===== config.mk =====
export PLATFORM = sky130hd
export DESIGN_NAME = i2c_bus_monitor_decoder_flat
export DESIGN_NICKNAME = d
export VERILOG_FILES = /design/src/rtl/core/i2cm_pkg.sv /design/src/rtl/core/i2cm_sample_if.sv /design/src/rtl/core/i2cm_token_if.sv /design/src/rtl/core/i2c_bus_monitor_decoder.sv /design/src/flat_wrapper.sv
export SDC_FILE = /design/constraint.sdc
export NUM_CORES = 1
export LEC_CHECK = 0
export ABC_AREA = 1
export BUFFER_PORTS_ARGS = -buffer_cell sky130_fd_sc_hd__clkbuf_2
export CAP_MARGIN = 20
export CORE_UTILIZATION = 30
export DETAILED_ROUTE_END_ITERATION = 10
export SETUP_SLACK_MARGIN = 0.02
export SLEW_MARGIN = 10
export SYNTH_ARGS = -nofsm -noshare
export SYNTH_HDL_FRONTEND = slang
export SYNTH_SLANG_ARGS = --single-unit
export TNS_END_PERCENT = 30

===== constraint.sdc =====
create_clock -name clk -period 4.3 [get_ports clk]
set_input_delay 0.215 -clock clk [delete_from_list [all_inputs] [get_ports clk]]
set_output_delay 0.215 -clock clk [all_outputs]
set_load 0.01 [all_outputs]

===== src/rtl/core/i2cm_pkg.sv =====
package i2cm_pkg;

    // widths of the payload fields, line positions and bit counter
    localparam int LEVELS_WIDTH    = 32;
    localparam int TIME_WIDTH      = 32;
    localparam int BYTE_WIDTH      = 8;
    localparam int LINE_POS_WIDTH  = 5;
    localparam int BIT_COUNT_WIDTH = 4;

    // configuration port shape
    localparam int CFG_INDEX_WIDTH = 1;
    localparam int CFG_DATA_WIDTH  = 5;

    // bits per byte before the acknowledge clock
    localparam logic [BIT_COUNT_WIDTH-1:0] BYTE_BITS = 4'd8;

    // reset values of the line positions
    localparam logic [LINE_POS_WIDTH-1:0] CLOCK_LINE_RESET = 5'd0;
    localparam logic [LINE_POS_WIDTH-1:0] DATA_LINE_RESET  = 5'd1;

    // configuration register indexes
    typedef enum logic [CFG_INDEX_WIDTH-1:0] {
        CFG_CLOCK_LINE_BIT = 1'b0,
        CFG_DATA_LINE_BIT  = 1'b1
    } cfg_reg_t;

    // token kinds
    typedef enum logic [1:0] {
        TOKEN_START = 2'd0,
        TOKEN_STOP  = 2'd1,
        TOKEN_ADDR  = 2'd2,
        TOKEN_DATA  = 2'd3
    } token_kind_t;

endpackage


===== src/rtl/core/i2cm_sample_if.sv =====
interface i2cm_sample_if;

    logic                                 valid;
    logic                                 ready;
    logic                                 restart;
    logic [i2cm_pkg::LEVELS_WIDTH-1:0]    levels;
    logic [i2cm_pkg::TIME_WIDTH-1:0]      sample_time;

    modport source (
        output valid, restart, levels, sample_time,
        input  ready
    );

    modport sink (
        input  valid, restart, levels, sample_time,
        output ready
    );

endinterface


===== src/rtl/core/i2cm_token_if.sv =====
interface i2cm_token_if;

    logic                                 valid;
    logic                                 ready;
    logic [1:0]                           token_kind;
    logic [i2cm_pkg::BYTE_WIDTH-1:0]      byte_value;
    logic                                 read_flag;
    logic                                 acked;
    logic [i2cm_pkg::TIME_WIDTH-1:0]      token_time;

    modport source (
        output valid, token_kind, byte_value, read_flag, acked, token_time,
        input  ready
    );

    modport sink (
        input  valid, token_kind, byte_value, read_flag, acked, token_time,
        output ready
    );

endinterface


===== src/rtl/core/i2c_bus_monitor_decoder.sv =====
// Passive I2C bus monitor.
// The sample channel carries one word of sampled line levels with its
// timestamp and a restart flag; the token channel returns START, STOP,
// address and data tokens. Both are valid/ready channels.
// SCL and SDA positions inside the level word are set through the write
// port (cfg_we, cfg_index, cfg_data); write them only while the block idles.
// A sample goes into an input register, is decoded against the bus state in
// one pass of edge logic and its token, if any, lands in the result register,
// which drives the token channel.
// One sample is taken every cycle; the result register lets the next sample
// be decoded while a token waits, and only a sample that makes a new token
// while the result register is still full holds the input register.
// When the token receiver stalls, a sample that makes a token waits in the
// input register and sample.ready drops until the waiting token is taken.
// Reset clears both registers, the bus state (both lines high, no transfer)
// and puts SCL at bit 0 and SDA at bit 1.
module i2c_bus_monitor_decoder #(
    parameter int LEVEL_WIDTH = 32
) (
    input  logic                                   clk,
    input  logic                                   rst_n,
    i2cm_sample_if.sink                            sample,
    i2cm_token_if.source                           token,
    input  logic                                   cfg_we,
    input  logic [i2cm_pkg::CFG_INDEX_WIDTH-1:0]   cfg_index,
    input  logic [i2cm_pkg::CFG_DATA_WIDTH-1:0]    cfg_data
);

    // configuration registers
    logic [i2cm_pkg::LINE_POS_WIDTH-1:0] clock_line_bit_reg;
    logic [i2cm_pkg::LINE_POS_WIDTH-1:0] data_line_bit_reg;

    // input register
    logic                                s1_valid_reg;
    logic                                s1_restart_reg;
    logic [i2cm_pkg::LEVELS_WIDTH-1:0]   s1_levels_reg;
    logic [i2cm_pkg::TIME_WIDTH-1:0]     s1_time_reg;

    // bus decoder state
    logic                                last_clock_reg,   last_clock_next;
    logic                                last_data_reg,    last_data_next;
    logic                                in_transfer_reg,  in_transfer_next;
    logic [i2cm_pkg::BIT_COUNT_WIDTH-1:0] bit_count_reg,   bit_count_next;
    logic [i2cm_pkg::BYTE_WIDTH-1:0]     shift_byte_reg,   shift_byte_next;
    logic                                address_done_reg, address_done_next;

    // result register
    logic                                out_valid_reg;
    i2cm_pkg::token_kind_t               out_kind_reg,     out_kind_next;
    logic [i2cm_pkg::BYTE_WIDTH-1:0]     out_byte_reg,     out_byte_next;
    logic                                out_read_reg,     out_read_next;
    logic                                out_ack_reg,      out_ack_next;
    logic [i2cm_pkg::TIME_WIDTH-1:0]     out_time_reg;

    logic                                pscl;
    logic                                psda;
    logic                                p_in_transfer;
    logic [i2cm_pkg::BIT_COUNT_WIDTH-1:0] p_bit_count;
    logic [i2cm_pkg::BYTE_WIDTH-1:0]     p_shift_byte;
    logic                                p_address_done;
    logic                                scl;
    logic                                sda;
    logic                                emit;
    logic                                out_free;
    logic                                advance;
    logic                                out_load;
    logic                                in_accept;

    // configuration writes
    always_ff @(posedge clk or negedge rst_n)
    begin
        if (!rst_n)
        begin
            clock_line_bit_reg <= i2cm_pkg::CLOCK_LINE_RESET;
            data_line_bit_reg  <= i2cm_pkg::DATA_LINE_RESET;
        end
        else if (cfg_we)
        begin
            unique case (i2cm_pkg::cfg_reg_t'(cfg_index))
                i2cm_pkg::CFG_CLOCK_LINE_BIT: clock_line_bit_reg <= cfg_data;
                i2cm_pkg::CFG_DATA_LINE_BIT:  data_line_bit_reg  <= cfg_data;
                default: ;
            endcase
        end
    end

    // handshake between stages
    assign out_free  = !out_valid_reg || token.ready;
    assign advance   = s1_valid_reg && (!emit || out_free);
    assign out_load  = advance && emit;
    assign sample.ready = !s1_valid_reg || advance;
    assign in_accept = sample.valid && sample.ready;

    // input register
    always_ff @(posedge clk or negedge rst_n)
    begin
        if (!rst_n)
        begin
            s1_valid_reg <= 1'b0;
        end
        else if (sample.ready)
        begin
            s1_valid_reg <= sample.valid;
        end
    end

    always_ff @(posedge clk)
    begin
        if (in_accept)
        begin
            s1_restart_reg <= sample.restart;
            s1_levels_reg  <= sample.levels;
            s1_time_reg    <= sample.sample_time;
        end
    end

    // line extraction, positions past the probed width read low
    assign scl = s1_levels_reg[clock_line_bit_reg]
                 && (int'(clock_line_bit_reg) < LEVEL_WIDTH);
    assign sda = s1_levels_reg[data_line_bit_reg]
                 && (int'(data_line_bit_reg) < LEVEL_WIDTH);

    // prior state, cleared by restart
    always_comb
    begin
        if (s1_restart_reg)
        begin
            pscl           = 1'b1;
            psda           = 1'b1;
            p_in_transfer  = 1'b0;
            p_bit_count    = '0;
            p_shift_byte   = '0;
            p_address_done = 1'b0;
        end
        else
        begin
            pscl           = last_clock_reg;
            psda           = last_data_reg;
            p_in_transfer  = in_transfer_reg;
            p_bit_count    = bit_count_reg;
            p_shift_byte   = shift_byte_reg;
            p_address_done = address_done_reg;
        end
    end

    // bus event decode
    always_comb
    begin
        last_clock_next   = scl;
        last_data_next    = sda;
        in_transfer_next  = p_in_transfer;
        bit_count_next    = p_bit_count;
        shift_byte_next   = p_shift_byte;
        address_done_next = p_address_done;
        emit              = 1'b0;
        out_kind_next     = i2cm_pkg::TOKEN_START;
        out_byte_next     = '0;
        out_read_next     = 1'b0;
        out_ack_next      = 1'b0;

        if (pscl && scl && (sda != psda))
        begin
            emit = 1'b1;
            if (psda)
            begin
                // start or repeated start
                out_kind_next     = i2cm_pkg::TOKEN_START;
                in_transfer_next  = 1'b1;
                bit_count_next    = '0;
                shift_byte_next   = '0;
                address_done_next = 1'b0;
            end
            else
            begin
                out_kind_next    = i2cm_pkg::TOKEN_STOP;
                in_transfer_next = 1'b0;
            end
        end
        else if (!pscl && scl && p_in_transfer)
        begin
            if (p_bit_count < i2cm_pkg::BYTE_BITS)
            begin
                // shift one data bit in
                shift_byte_next = {p_shift_byte[i2cm_pkg::BYTE_WIDTH-2:0], sda};
                bit_count_next  = p_bit_count + 1'b1;
            end
            else
            begin
                // acknowledge clock closes the byte
                emit         = 1'b1;
                out_ack_next = !sda;
                if (!p_address_done)
                begin
                    out_kind_next = i2cm_pkg::TOKEN_ADDR;
                    out_byte_next = {1'b0, p_shift_byte[i2cm_pkg::BYTE_WIDTH-1:1]};
                    out_read_next = p_shift_byte[0];
                end
                else
                begin
                    out_kind_next = i2cm_pkg::TOKEN_DATA;
                    out_byte_next = p_shift_byte;
                end
                bit_count_next    = '0;
                shift_byte_next   = '0;
                address_done_next = 1'b1;
            end
        end
    end

    // bus state update
    always_ff @(posedge clk or negedge rst_n)
    begin
        if (!rst_n)
        begin
            last_clock_reg   <= 1'b1;
            last_data_reg    <= 1'b1;
            in_transfer_reg  <= 1'b0;
            bit_count_reg    <= '0;
            shift_byte_reg   <= '0;
            address_done_reg <= 1'b0;
        end
        else if (advance)
        begin
            last_clock_reg   <= last_clock_next;
            last_data_reg    <= last_data_next;
            in_transfer_reg  <= in_transfer_next;
            bit_count_reg    <= bit_count_next;
            shift_byte_reg   <= shift_byte_next;
            address_done_reg <= address_done_next;
        end
    end

    // result register
    always_ff @(posedge clk or negedge rst_n)
    begin
        if (!rst_n)
        begin
            out_valid_reg <= 1'b0;
        end
        else if (out_load)
        begin
            out_valid_reg <= 1'b1;
        end
        else if (token.ready)
        begin
            out_valid_reg <= 1'b0;
        end
    end

    always_ff @(posedge clk)
    begin
        if (out_load)
        begin
            out_kind_reg <= out_kind_next;
            out_byte_reg <= out_byte_next;
            out_read_reg <= out_read_next;
            out_ack_reg  <= out_ack_next;
            out_time_reg <= s1_time_reg;
        end
    end

    // token word
    assign token.valid      = out_valid_reg;
    assign token.token_kind = out_kind_reg;
    assign token.byte_value = out_byte_reg;
    assign token.read_flag  = out_read_reg;
    assign token.acked      = out_ack_reg;
    assign token.token_time = out_time_reg;

`ifndef SYNTHESIS
    // bit counter stops at the acknowledge clock
    assert property (@(posedge clk) disable iff (!rst_n)
        bit_count_reg <= i2cm_pkg::BYTE_BITS)
    else $error("bit counter past acknowledge clock");

    // a start token opens a transfer
    assert property (@(posedge clk) disable iff (!rst_n)
        (out_load && out_kind_next == i2cm_pkg::TOKEN_START) |=> in_transfer_reg)
    else $error("start token without transfer");

    // a stop token closes the transfer
    assert property (@(posedge clk) disable iff (!rst_n)
        (out_load && out_kind_next == i2cm_pkg::TOKEN_STOP) |=> !in_transfer_reg)
    else $error("stop token left transfer open");

    // after an address or data token the address phase is over
    assert property (@(posedge clk) disable iff (!rst_n)
        (out_load && (out_kind_next == i2cm_pkg::TOKEN_ADDR
                   || out_kind_next == i2cm_pkg::TOKEN_DATA))
        |=> (address_done_reg && bit_count_reg == '0))
    else $error("byte token did not close the byte");
`endif

endmodule


===== src/flat_wrapper.sv =====
// flat-port wrapper written by rule: the top's interface ports become plain ports
module i2c_bus_monitor_decoder_flat 
#(
    parameter int LEVEL_WIDTH = 32
)
  (clk, rst_n, cfg_we, cfg_index, cfg_data, sample_valid, sample_restart, sample_levels, sample_sample_time, sample_ready, token_valid, token_token_kind, token_byte_value, token_read_flag, token_acked, token_token_time, token_ready);
  i2cm_sample_if sample_i ();
  i2cm_token_if token_i ();
  input  logic clk;
  input  logic rst_n;
  input  logic cfg_we;
  input  logic [i2cm_pkg::CFG_INDEX_WIDTH-1:0] cfg_index;
  input  logic [i2cm_pkg::CFG_DATA_WIDTH-1:0] cfg_data;
  input wire logic [$bits(sample_i.valid)-1:0] sample_valid;
  input wire logic [$bits(sample_i.restart)-1:0] sample_restart;
  input wire logic [$bits(sample_i.levels)-1:0] sample_levels;
  input wire logic [$bits(sample_i.sample_time)-1:0] sample_sample_time;
  output wire logic [$bits(sample_i.ready)-1:0] sample_ready;
  output wire logic [$bits(token_i.valid)-1:0] token_valid;
  output wire logic [$bits(token_i.token_kind)-1:0] token_token_kind;
  output wire logic [$bits(token_i.byte_value)-1:0] token_byte_value;
  output wire logic [$bits(token_i.read_flag)-1:0] token_read_flag;
  output wire logic [$bits(token_i.acked)-1:0] token_acked;
  output wire logic [$bits(token_i.token_time)-1:0] token_token_time;
  input wire logic [$bits(token_i.ready)-1:0] token_ready;
  assign sample_i.valid = sample_valid;
  assign sample_i.restart = sample_restart;
  assign sample_i.levels = sample_levels;
  assign sample_i.sample_time = sample_sample_time;
  assign sample_ready = sample_i.ready;
  assign token_valid = token_i.valid;
  assign token_token_kind = token_i.token_kind;
  assign token_byte_value = token_i.byte_value;
  assign token_read_flag = token_i.read_flag;
  assign token_acked = token_i.acked;
  assign token_token_time = token_i.token_time;
  assign token_i.ready = token_ready;
  i2c_bus_monitor_decoder #(.LEVEL_WIDTH(LEVEL_WIDTH)) u_core (.clk(clk), .rst_n(rst_n), .sample(sample_i), .token(token_i), .cfg_we(cfg_we), .cfg_index(cfg_index), .cfg_data(cfg_data));
endmodule

After elaboration in Yosys (flattened, before gate mapping)
Cells that the tools add are included.
Word-level totals
  bits in registers: 137
  output and inout bits: 46
  word-level logic and storage cells: 83
Operators by class
  add/subtract/negate cells: 1
  order comparisons: 3
  eq/ne operators: 1
  multiplexer cells: 35
  bitwise gates (word level): 3
  reduce and logical (&&, ||, !) cells: 21
Operators by type and width (number)
  $mux W8: 5
  $mux W4: 5
  $mux W1: 19
  $lt A5 B6 Y1 const B: 2
  $bmux W1 S5: 2
  $reduce_or A4 Y1: 2
  $logic_and A1 B1 Y1: 7
  $mux W7: 1
  $mux W2: 3
  $logic_not A1 Y1: 5
  $add A4 B1 Y4 const B: 1
  $lt A4 B4 Y1 const B: 1
  $reduce_and A2 Y1: 2
  $logic_or A1 B1 Y1: 3
  $not A1 Y1: 3
  $reduce_or A3 Y1: 1
  $reduce_bool A2 Y1: 1
  $ne A1 B1 Y1: 1

Depth between registers and ports, before layout
  depth in word-level cells: 11
  mapped depth: 18

Worst setup path after synthesis
No wires, ideal clock.
  kind: register -> register
  start point: register u_core.data_line_bit_reg[0] in the netlist's numbering
  end point: register u_core.s1_levels_reg[0] in the netlist's numbering, enable pin
  setup time: 0.419 ns
  data arrival time: 3.039 ns
  slack: 0.842 ns
  cell stages (with the launch flop): 17
  path buffers: 2
  clock period less this slack: 3.458 ns
  cells stage by stage: dfstp_2 buf_4 inv_2 buf_6 nand2_1 nand3_1 nand3_1 nand2_1 nand2_1 nand3_1 nand2_2 nand2_2 nand3_2 nand2_4 nand3_1 nand2_1 inv_1
Between the ends
  word-level cells in the longest chain between the ends: 10
RTL lines
  start: declaration: line i2c_bus_monitor_decoder.sv:31  | logic [i2cm_pkg::LINE_POS_WIDTH-1:0] data_line_bit_reg;
  start signal: assignment: line i2c_bus_monitor_decoder.sv:75  | data_line_bit_reg <= i2cm_pkg::DATA_LINE_RESET;
  start signal: assignment: line i2c_bus_monitor_decoder.sv:81  | i2cm_pkg::CFG_DATA_LINE_BIT: data_line_bit_reg <= cfg_data;
  $bmux W1 S5: line i2c_bus_monitor_decoder.sv:120  | assign sda = s1_levels_reg[data_line_bit_reg]
  $mux W1 (implied by the code): line i2c_bus_monitor_decoder.sv:120
  $ne A1 B1 Y1: line i2c_bus_monitor_decoder.sv:161  | if (pscl && scl && (sda != psda))
  $logic_and A1 B1 Y1: line i2c_bus_monitor_decoder.sv:161
  $mux W1: line i2c_bus_monitor_decoder.sv:161
  $logic_not A1 Y1: line i2c_bus_monitor_decoder.sv:89  | assign advance = s1_valid_reg && (!emit || out_free);
  $logic_or A1 B1 Y1: line i2c_bus_monitor_decoder.sv:89
  $logic_and A1 B1 Y1: line i2c_bus_monitor_decoder.sv:89
  $logic_or A1 B1 Y1: line i2c_bus_monitor_decoder.sv:91  | assign sample.ready = !s1_valid_reg || advance;
  net sample_ready: line flat_wrapper.sv:18  | output wire logic [$bits(sample_i.ready)-1:0] sample_ready;
  $logic_and A1 B1 Y1: line i2c_bus_monitor_decoder.sv:92  | assign in_accept = sample.valid && sample.ready;
  net u_core.in_accept: line i2c_bus_monitor_decoder.sv:67  | logic in_accept;
  end signal: assignment: line i2c_bus_monitor_decoder.sv:112  | s1_levels_reg <= sample.levels;
  end: declaration: line i2c_bus_monitor_decoder.sv:36  | logic [i2cm_pkg::LEVELS_WIDTH-1:0] s1_levels_reg;
The timed path passes the listed nets, and every way through them passes these cells. The select of a mux whose other input is x is not followed.
A chain may end at the register's enable or synchronous reset.

Worst setup path in the final report
  start point: register u_core.clock_line_bit_reg[0] in the netlist's numbering
  end point: register u_core.out_time_reg (netlist bit u_core.token.token_time[0]), enable pin
Between the ends
  word-level cells in the longest chain between the ends: 10
RTL lines
  start: declaration: line i2c_bus_monitor_decoder.sv:30  | logic [i2cm_pkg::LINE_POS_WIDTH-1:0] clock_line_bit_reg;
  start signal: assignment: line i2c_bus_monitor_decoder.sv:74  | clock_line_bit_reg <= i2cm_pkg::CLOCK_LINE_RESET;
  start signal: assignment: line i2c_bus_monitor_decoder.sv:80  | i2cm_pkg::CFG_CLOCK_LINE_BIT: clock_line_bit_reg <= cfg_data;
  $bmux W1 S5 (*): line i2c_bus_monitor_decoder.sv:118  | assign scl = s1_levels_reg[clock_line_bit_reg]
  $mux W1 (implied by the code) (*): line i2c_bus_monitor_decoder.sv:118
  $logic_and A1 B1 Y1 (2 in series): line i2c_bus_monitor_decoder.sv:179  | else if (!pscl && scl && p_in_transfer)
  $mux W1: line i2c_bus_monitor_decoder.sv:179
  $mux W1 (*): line i2c_bus_monitor_decoder.sv:161
  $logic_not A1 Y1: line i2c_bus_monitor_decoder.sv:89
  $logic_or A1 B1 Y1: line i2c_bus_monitor_decoder.sv:89
  $logic_and A1 B1 Y1: line i2c_bus_monitor_decoder.sv:89
  $logic_and A1 B1 Y1 (*): line i2c_bus_monitor_decoder.sv:90  | assign out_load = advance && emit;
  net u_core.out_load: line i2c_bus_monitor_decoder.sv:66  | logic out_load;
  end signal: assignment: line i2c_bus_monitor_decoder.sv:258  | out_time_reg <= s1_time_reg;
  end: declaration: line i2c_bus_monitor_decoder.sv:53  | logic [i2cm_pkg::TIME_WIDTH-1:0] out_time_reg;
The timed path passes the listed nets; every way through them passes the cells marked *. The select of a mux whose other input is x is not followed.

==> results.cfg <==
[timing]
slew_headroom = 0.504
finalHoldViolations = 0
worst_pin_slew_ns = 0.744
fin_tns_setup_ns = 0
rsz0062_at_grt = false
timing.final.ws_setup_ns = 0.928
post-route-period-util = 0.784
maxSlewViolCount = 0
post-route-min-period_ns = 3.37
clock_skew_ns = 0.00605
setup_viol = 0
clock.fmax_mhz = 297

[power]
p_sw_frac = 0.246
p_switching_mw = 0.883
vdd_drop_max_v = 0.000552
comb_power_share = 0.124
clkPwrFrac = 0.418
leakage_nw = 3.55
power_density_mw_per_mm2 = 453
p_seq_frac = 0.458
p_int_mw = 2.71

[place]
place_congestion = 0.906
port_buffers = 121
dp_hpwl_um = 8720
place_ws_ns = 0.921

[die]
dieArea_mm2 = 0.0200
rows = 50
dieWidth_um = 141
core_area_mm2 = 0.0189
pin_count = 122
start_util = 0.308
fp.dieH_um = 141

[drt]
route.vias.total = 4364
drt_iter0_drc = 240
wirelength_um = 13200
wl_per_cell_um = 13.1
drc = 0
post_drt_via_cell_ratio = 4.34
drtPass1Iterations = 4
antenna_left = 0

[grt]
top_usage_layer = met2
grt_pass1_vias = 4290
met3_usage = 0.0459
grt_use_met1 = 0.177
grt_usage = 0.141
antenna_found_initial = 0
overflow = 0
grt_pass1_wl_um = 21500
grt_use_met2 = 0.226
grt_max_degree = 66

[clock_network]
cts_made_buffers = 17
clk_pin_slew_worst_paths_ns = 0.06
insertion_delay_ns = 0.42
cts_buffer_depth = 2
ctsResizeCount = 0
cts_tree = built
htreeDepth = 4
holdBufCountCts = 66
root_buffer = clkbuf_16
post_cts_buffers = 0
clock_sinks = 137

[synth]
ys_ff_latch = 137
ys_top_cells_by_area = edfxtp_1 (56%), nand2_1 (13%), dfrtp_1 (11%)
yosysWarnings = 0
synth_top_area_share = 0.562
netlist-cell-type-count = 26
postSynthCellCount = 549
postSynthAreaPerCell_um2 = 10.6
synth.cell_area_mm2 = 0.00583
yosysTopAreaCell = edfxtp_1
synth_seq_area_share = 0.682
synth_nets = 626

[hold_path]
hold_path_class = in -> reg

[finish]
diodes = 0
layout-drive-gt1-share = 0.229
finalNetCount = 811
syn_to_final_growth_pct = 35.8
fillers = 1837

[critical_path]
path_class = reg -> reg
cp.arrival_ns = 3.43
worst_setup_path_end_kind = flip-flop
path_max_fanout = 44
worst_setup_path_start_kind = flip-flop
critPathRequiredTime_ns = 4.36

[job]
cap_violations = 0

[status]
status = complete, no violations
[metal layers]
metal,part of all wire,wire length [um],vias up
met1,0.46,6080,1974
met3,0.068,894,14
met5,0,0,-
met4,0.016,217,0
li1,-,-,2215
met2,0.45,6000,161
[final timing paths]
kind	start	endpoint	slack (ns)	depth (start not counted)
max	u_core.clock_line_bit_reg[0]	u_core.token.token_time[0]	0.93	15
min	sample_valid	u_core.s1_valid_reg	0.04	3
max reg2reg	u_core.clock_line_bit_reg[0]	u_core.token.token_time[0]	0.93	15
min reg2reg	u_core.s1_time_reg[17]	u_core.token.token_time[17]	0.42	0
max in group asynchronous	rst_n	u_core.clock_line_bit_reg[1]	3.42	2
min in group asynchronous	rst_n	u_core.shift_byte_reg[1]	0.40	2
[power groups by stage]
stage	Combinational (mW)	Clock, mW	Sequential [mW]
global placement	0.395	0	1.67
floorplan	0.268	0	1.66
detailed placement	0.399	0	1.67
global route	0.504	1.59	1.66
CTS	0.449	1.54	1.64
finish	0.444	1.50	1.65
[worst max-delay path, cell delays in order (launching register included)]
cell      delay [ns]
dfrtp_1         0.68
inv_4           0.16
nand2_1         0.11
nand3_1         0.07
nand3_1         0.08
nand2_1         0.06
nand2_1         0.07
nand3_2         0.24
nand3_2         0.34
nor2_4          0.07
inv_2           0.17
nand2_4         0.09
nand2_4         0.20
nand3_1         0.10
clkinv_1        0.07
buf_4           0.44
[layout by cell type, fill, tap and decap left out, types with 7 or more instances in the layout]
cell type and instances:
clkbuf_2 121, nor2_1 28, dfrtp_1 25, clkbuf_16 17
dlygate4sd3_1 66, a211oi_1 7, edfxtp_1 109, nand2_1 206
o21ai_0 10, nand4_1 11, nand3_1 69, inv_1 35
[kinds of logic (layout without fill, tap and decap cells)]
logic type,count (synthesis),after routing,share of synthesized area
AOI/OAI and AO/OA,18,18,0.0189
xor gates and xnor gates,1,1,0.00150
adders and majority gates,1,1,0.00215
buffers and inverters,63,260,0.0502
DFF,137,137,0.682
and+or+nand+nor,329,329,0.245
[layout make-up]
cell class	count	area (um^2)	area share
Clock buffer	19	433	0.0547
Tap cell	260	325	0.0411
Timing Repair Buffer	189	1290	0.163
Sequential cell	137	3980	0.502
Clock inverter	12	176	0.0223
Multi-Input combinational cell	349	1560	0.197
Inverter	40	153	0.0193
[metrics by stage]
stage,util,instances,hold slack [ns],instance area (um^2),power [mW]
2_1_floorplan,-,549,-0.0806,5830,1.93
6_report,0.419,1006,0.0443,7920,3.59
3_3_place_gp,0.352,909,0.300,6650,2.06
5_1_grt,0.419,1006,0.0367,7920,3.75
4_1_cts,0.419,1006,0.0346,7920,3.63
3_5_place_dp,0.352,909,0.307,6650,2.07
[synthesized netlist by cell type (all sizes together)]
master    n
nor2     30
nand3b    1
o21ai    10
buf      13
a21o      1
clkbuf   10
edfxtp  109
inv      40
nor4      1
dfstp     3
nand2   212
a211oi    7
dfrtp    25
ha        1
nand3    73
nand4    11
xor2      1
nor3      1
No activity file was read; power rests on OpenSTA's default activity.
